File: src/design/ckst_pkg.sv
package ckst_pkg;

  // Default number of table entries, one per cell.
  localparam int unsigned CAPACITY_DEF = 128;

  // Widths of the word fields.
  localparam int unsigned OP_W    = 2;
  localparam int unsigned KEY_W   = 8;
  localparam int unsigned VALUE_W = 32;

  // Input and output word widths, padded to whole bytes.
  localparam int unsigned IN_W      = OP_W + KEY_W + VALUE_W;
  localparam int unsigned IN_DATA_W = ((IN_W + 7) / 8) * 8;
  localparam int unsigned OUT_W      = 1 + VALUE_W + 1;
  localparam int unsigned OUT_DATA_W = ((OUT_W + 7) / 8) * 8;

  // Value reported on every miss and for insert and remove.
  localparam logic signed [VALUE_W-1:0] MISS_VALUE = -32'sd1;

  // Operation codes.
  typedef enum logic [OP_W-1:0] {
    OP_INSERT = 2'd0,
    OP_LOOKUP = 2'd1,
    OP_REMOVE = 2'd2
  } op_e;

  // One stored entry as a cell shows it to its left neighbor.
  typedef struct packed {
    logic                      valid;
    logic [KEY_W-1:0]          key;
    logic signed [VALUE_W-1:0] value;
  } entry_t;

  // Request that travels down the chain, one cell per cycle.
  typedef struct packed {
    logic                      active;
    logic [OP_W-1:0]           op;
    logic [KEY_W-1:0]          key;
    logic signed [VALUE_W-1:0] value;
    logic                      found;
    logic                      placed;
    logic signed [VALUE_W-1:0] rdval;
  } pkt_t;

  // Finished result word.
  typedef struct packed {
    logic                      table_full;
    logic signed [VALUE_W-1:0] read_value;
    logic                      hit;
  } res_t;

endpackage

File: src/design/ckst_cell.sv
module ckst_cell (
  input  logic            clk_i,
  input  logic            rst_ni,
  input  ckst_pkg::pkt_t   pkt_i,
  output ckst_pkg::pkt_t   pkt_o,
  input  ckst_pkg::entry_t right_i,
  input  logic            shift_i,
  output ckst_pkg::entry_t entry_o
);
  import ckst_pkg::*;

  logic                      valid_q, valid_d;
  logic [KEY_W-1:0]          key_q, key_d;
  logic signed [VALUE_W-1:0] value_q, value_d;
  pkt_t                      pkt_q, pkt_d;
  logic                      match;

  assign match = valid_q && (key_q == pkt_i.key);

  // Update this entry from the passing request or from the right neighbor.
  always_comb begin
    valid_d = valid_q;
    key_d   = key_q;
    value_d = value_q;
    pkt_d   = pkt_i;
    // A removal upstream closes the gap: take the right neighbor's entry.
    if (shift_i) begin
      valid_d = right_i.valid;
      key_d   = right_i.key;
      value_d = right_i.value;
    end
    if (pkt_i.active) begin
      case (op_e'(pkt_i.op))
        OP_INSERT: begin
          if (match) begin
            value_d     = pkt_i.value;
            pkt_d.found = 1'b1;
          end else if (!valid_q && !pkt_i.found && !pkt_i.placed) begin
            // First free cell: append the new entry here.
            valid_d      = 1'b1;
            key_d        = pkt_i.key;
            value_d      = pkt_i.value;
            pkt_d.placed = 1'b1;
          end
        end
        OP_LOOKUP: begin
          if (match) begin
            pkt_d.found = 1'b1;
            pkt_d.rdval = value_q;
          end
        end
        OP_REMOVE: begin
          if (match) begin
            pkt_d.found = 1'b1;
            valid_d     = 1'b0;
          end
        end
        default: begin
        end
      endcase
    end
  end

  // Control state and the passing request.
  always_ff @(posedge clk_i or negedge rst_ni) begin
    if (!rst_ni) begin
      valid_q <= 1'b0;
      pkt_q   <= '0;
    end else begin
      valid_q <= valid_d;
      pkt_q   <= pkt_d;
    end
  end

  // Stored key and value.
  always_ff @(posedge clk_i) begin
    key_q   <= key_d;
    value_q <= value_d;
  end

  assign pkt_o   = pkt_q;
  assign entry_o = '{valid: valid_q, key: key_q, value: value_q};

endmodule

File: config.mk
export PLATFORM = sky130hd
export DESIGN_NAME = ckst_cell
export DESIGN_NICKNAME = d
export VERILOG_FILES = /design/src/design/ckst_pkg.sv /design/src/design/ckst_cell.sv
export SDC_FILE = /design/constraint.sdc
export NUM_CORES = 1
export LEC_CHECK = 0
export BUFFER_PORTS_ARGS = -buffer_cell sky130_fd_sc_hd__buf_2
export CORE_UTILIZATION = 47
export CTS_CLUSTER_SIZE = 25
export DETAILED_ROUTE_END_ITERATION = 8
export PLACE_DENSITY_LB_ADDON = 0.25
export SLEW_MARGIN = 20
export SYNTH_ARGS = -nofsm -noshare
export SYNTH_HDL_FRONTEND = slang
export SYNTH_SLANG_ARGS = --single-unit
File: constraint.sdc
create_clock -name clk_i -period 2.6 [get_ports clk_i]
set_input_delay 0.39 -clock clk_i [delete_from_list [all_inputs] [get_ports clk_i]]
set_output_delay 0.39 -clock clk_i [all_outputs]
set_load 0.005 [all_outputs]
==> results.yml <==
sta:
  finalSetupTns_ps: 0
  setup_viol: 0
  fmax_ghz: 0.470
  skew_ps: 4.86
  slew_headroom: 0.314
  min_period_over_period: 0.819
  min_period_ps: 2130
  worst_slew_pin_slew_ps: 1030
  hold_viol: 0
  slew_viol_final: 0
  rsz0062_at_grt: "no"
min_path:
  holdPathEnd: "pkt_o[55]$_DFF_PN0_"
  hp-start: "pkt_i[55]"
  holdPathStages: 1
  hp-class: "in2reg"
floorplanning:
  dieArea_um2: 11300
  io_pins: 239
  core-area_um2: 10500
  initial_core_util: 0.491
  die_x_um: 107
  die_y_um: 107
  rows: 37
global_route:
  grt-ovfl-total: 0
  grt_max_degree: 98
  grt_first_pass_wirelength_um: 24800
  antenna_found_initial: 0
  track_usage: 0.282
  grt_pass1_vias: 4946
detailed_routing:
  drt-vias-per-instance: 5.70
  vias: 4880
  firstDrtPassIters: 4
  wire_per_inst_um: 18.3
  drcViolationCount: 0
  wl_um: 15700
  drt_iter0_markers: 251
  met2WireLength_um: 8000
  routed.top_layer: "met4"
  met1Wirelength_um: 6350
  postRouteAntennaNets: 0
  wl_met3_um: 1150
placed_design:
  place.gp.congestion: 0.747
  post-dp-hpwl_um: 10100
  port_buffers: 238
yosys:
  syn_nets: 594
  synth_cell_types: 32
  synth_seq_cells: 118
  synth_cells: 473
  syn_avg_cell_area_um2: 10.9
  yosys_warnings: 0
  synth.cell_area_um2: 5130
  yosysSeqAreaShare: 0.536
worst_setup_path:
  ff2ff_path_depth: 4
  path_class: "reg2reg"
  r2r-end: "value_q[14]$_DFF_P_"
  crit_path_max_incr_delay_ps: 660
  regToRegStartpoint: "valid_q$_DFF_PN0_"
  critical_path.startpoint_type: "flop"
  cp.required_ps: 2980
  reg2reg_slack_ps: 470
  critPathMaxFanout: 49
  cp_slowest_cell: "or2_2"
  crit_arrival_ps: 2510
  endpoint_kind: "flop"
  path_cells: "or3_1 -> or2_2 -> o221ai_1 -> a211oi_1"
  cp_num_buf_inv: 0
  crit_family: "simple AND/OR/NAND/NOR gates"
pwr:
  pwr-share-comb: 0.136
  swShare: 0.249
  total_power_mw: 4.95
  power.density_nw_per_um2: 695
  ir_drop_mv: 0.389
  power.switching_mw: 1.23
  clkPwrFrac: 0.466
  internal_power_mw: 3.71
  share_seq_of_total_power: 0.398
  leakage_nw: 3.37
clocking:
  clk_pin_slew_ps: 60
  cts.sinks: 118
  clk_path_buf_depth: 2
  cts_setup_buffers: 0
  ctsHoldBuffers: 9
  cts-htree-levels: 4
  clock_latency_ps: 510
  cts_inserted_buffers: 17
  cts_tree: "yes"
  cts_resized: 0
  root_buffer: "clkbuf_8"
cells_and_area:
  multi_input_area_um2: 2180
  final_nets: 828
  nFillCells: 829
  drive_gt1_frac: 0.438
  area_growth_pct: 38.6
  diodes: 0
  seq_area_um2: 2750
status:
  outcome: "completed"
run:
  maxCapViolCount: 0
==> Yosys cell counts <==
| library cell | number | area, um^2 |
|---|---|---|
| buf_6 | 3 | 33.8 |
| or3_4 | 1 | 11.3 |
| nand4_1 | 1 | 6.26 |
| dfrtp_1 | 78 | 1950 |
| dfxtp_1 | 40 | 801 |
| or3_1 | 1 | 6.26 |
| inv_1 | 2 | 7.51 |
| xnor2_1 | 5 | 43.8 |
| mux2_1 | 4 | 45.0 |
| nor2_1 | 9 | 33.8 |
| xor2_1 | 3 | 26.3 |
| and4_1 | 1 | 8.76 |
| o221ai_1 | 32 | 280 |
| a21oi_1 | 40 | 200 |
| a211oi_1 | 32 | 240 |
| nor3_1 | 33 | 165 |
| mux2i_1 | 40 | 400 |
| clkbuf_1 | 38 | 143 |
| buf_4 | 1 | 7.51 |
| or3b_1 | 1 | 8.76 |
| nor2b_1 | 1 | 6.26 |
| o21ai_0 | 33 | 165 |
| nand3b_1 | 1 | 7.51 |
| nand2_1 | 34 | 128 |
| buf_2 | 4 | 20.0 |
| and2_1 | 1 | 6.26 |
| o31ai_1 | 1 | 7.51 |
| a41o_1 | 1 | 10.0 |
| mux2_2 | 29 | 327 |
| or2_1 | 1 | 6.26 |
| a41oi_1 | 1 | 8.76 |
| nor4_4 | 1 | 21.3 |
==> cell families after synthesis <==
| group | share of synthesized area |
|---|---|
| and+or+nand+nor | 0.0809 |
| xor gates and xnor gates | 0.0136 |
| DFF | 0.536 |
| AOI/OAI and AO/OA | 0.178 |
| muxes | 0.150 |
| buffers and inverters | 0.0412 |
==> placed cells by master (no fill, tap or decap), types with 2 or more instances in the layout <==
cell           synthesis  routed
a211oi_1              32      32
a21oi_1               40      40
buf_12                 0       2
buf_2                  4     237
buf_4                  1      11
bufinv_16              0       3
clkbuf_1              38       3
clkbuf_16              0      16
clkbuf_8               0       3
clkinv_2               0       6
dfrtp_1               78      78
dfxtp_1               40      40
dlygate4sd3_1          0      10
inv_1                  2       2
mux2_1                 4       4
mux2_2                29      29
mux2i_1               40      40
nand2_1               34      34
nor2_1                 9       8
nor3_1                33      32
o21ai_0               33      33
o221ai_1              32      32
xnor2_1                5       5
xor2_1                 3       3
==> flip-flops by register name (all words and copies together), names as in the netlist <==
name / count
value_q: 32
pkt_o: 77
valid_q: 1
key_q: 8
==> layer usage <==
layer	up-vias	global-route usage
met3	17	0.0681
met2	255	0.486
met4	0	0.110
met1	2377	0.340
met5	-	0
li1	2231	-
==> power groups by stage <==
stage	registers [mW]	clock network [mW]	logic (mW)
3_5_place_dp	2.00	0	0.649
6_report	1.97	2.31	0.672
3_3_place_gp	2.00	0	0.624
4_1_cts	1.97	2.33	0.669
2_1_floorplan	2.01	0	0.313
5_1_grt	1.98	2.42	0.738
==> metrics by stage <==
step,setup slack [ps],instances,hold WS (ps),cell area [um^2],util
global route,381,856,1.74,7120,0.680
floorplan,609,473,94.4,5130,-
global placement,422,814,484,6430,0.615
finish,471,856,18.5,7120,0.680
detailed placement,350,814,500,6430,0.615
CTS,502,855,0.338,7100,0.679
==> worst max-delay path by stage <==
stage,cells past startpoint,slack (ps),to,start
finish,4,470,value_q[14]$_DFF_P_,valid_q$_DFF_PN0_
global route,4,380,value_q[19]$_DFF_P_,valid_q$_DFF_PN0_
global placement,6,420,pkt_o[17]$_DFF_PN0_,pkt_i[73]
floorplan,5,610,pkt_o[10]$_DFF_PN0_,pkt_i[73]
detailed placement,6,350,value_q[14]$_DFF_P_,pkt_i[75]
CTS,4,500,value_q[27]$_DFF_P_,valid_q$_DFF_PN0_
==> worst register-to-register path, cell delays in order (launching register included) <==
cell and delay (ps):
dfrtp_1 440, or3_1 400, or2_2 660, o221ai_1 400, a211oi_1 100
==> layout make-up <==
type | count | area share
well taps | 136 | 0.0239
multi-input cells | 307 | 0.307
inverters | 2 | 0.00106
clock inverters | 10 | 0.0179
repair buffers | 261 | 0.200
flip-flops and latches | 118 | 0.387
clock buffers | 22 | 0.0637
No activity file was read; power rests on OpenSTA's default activity.
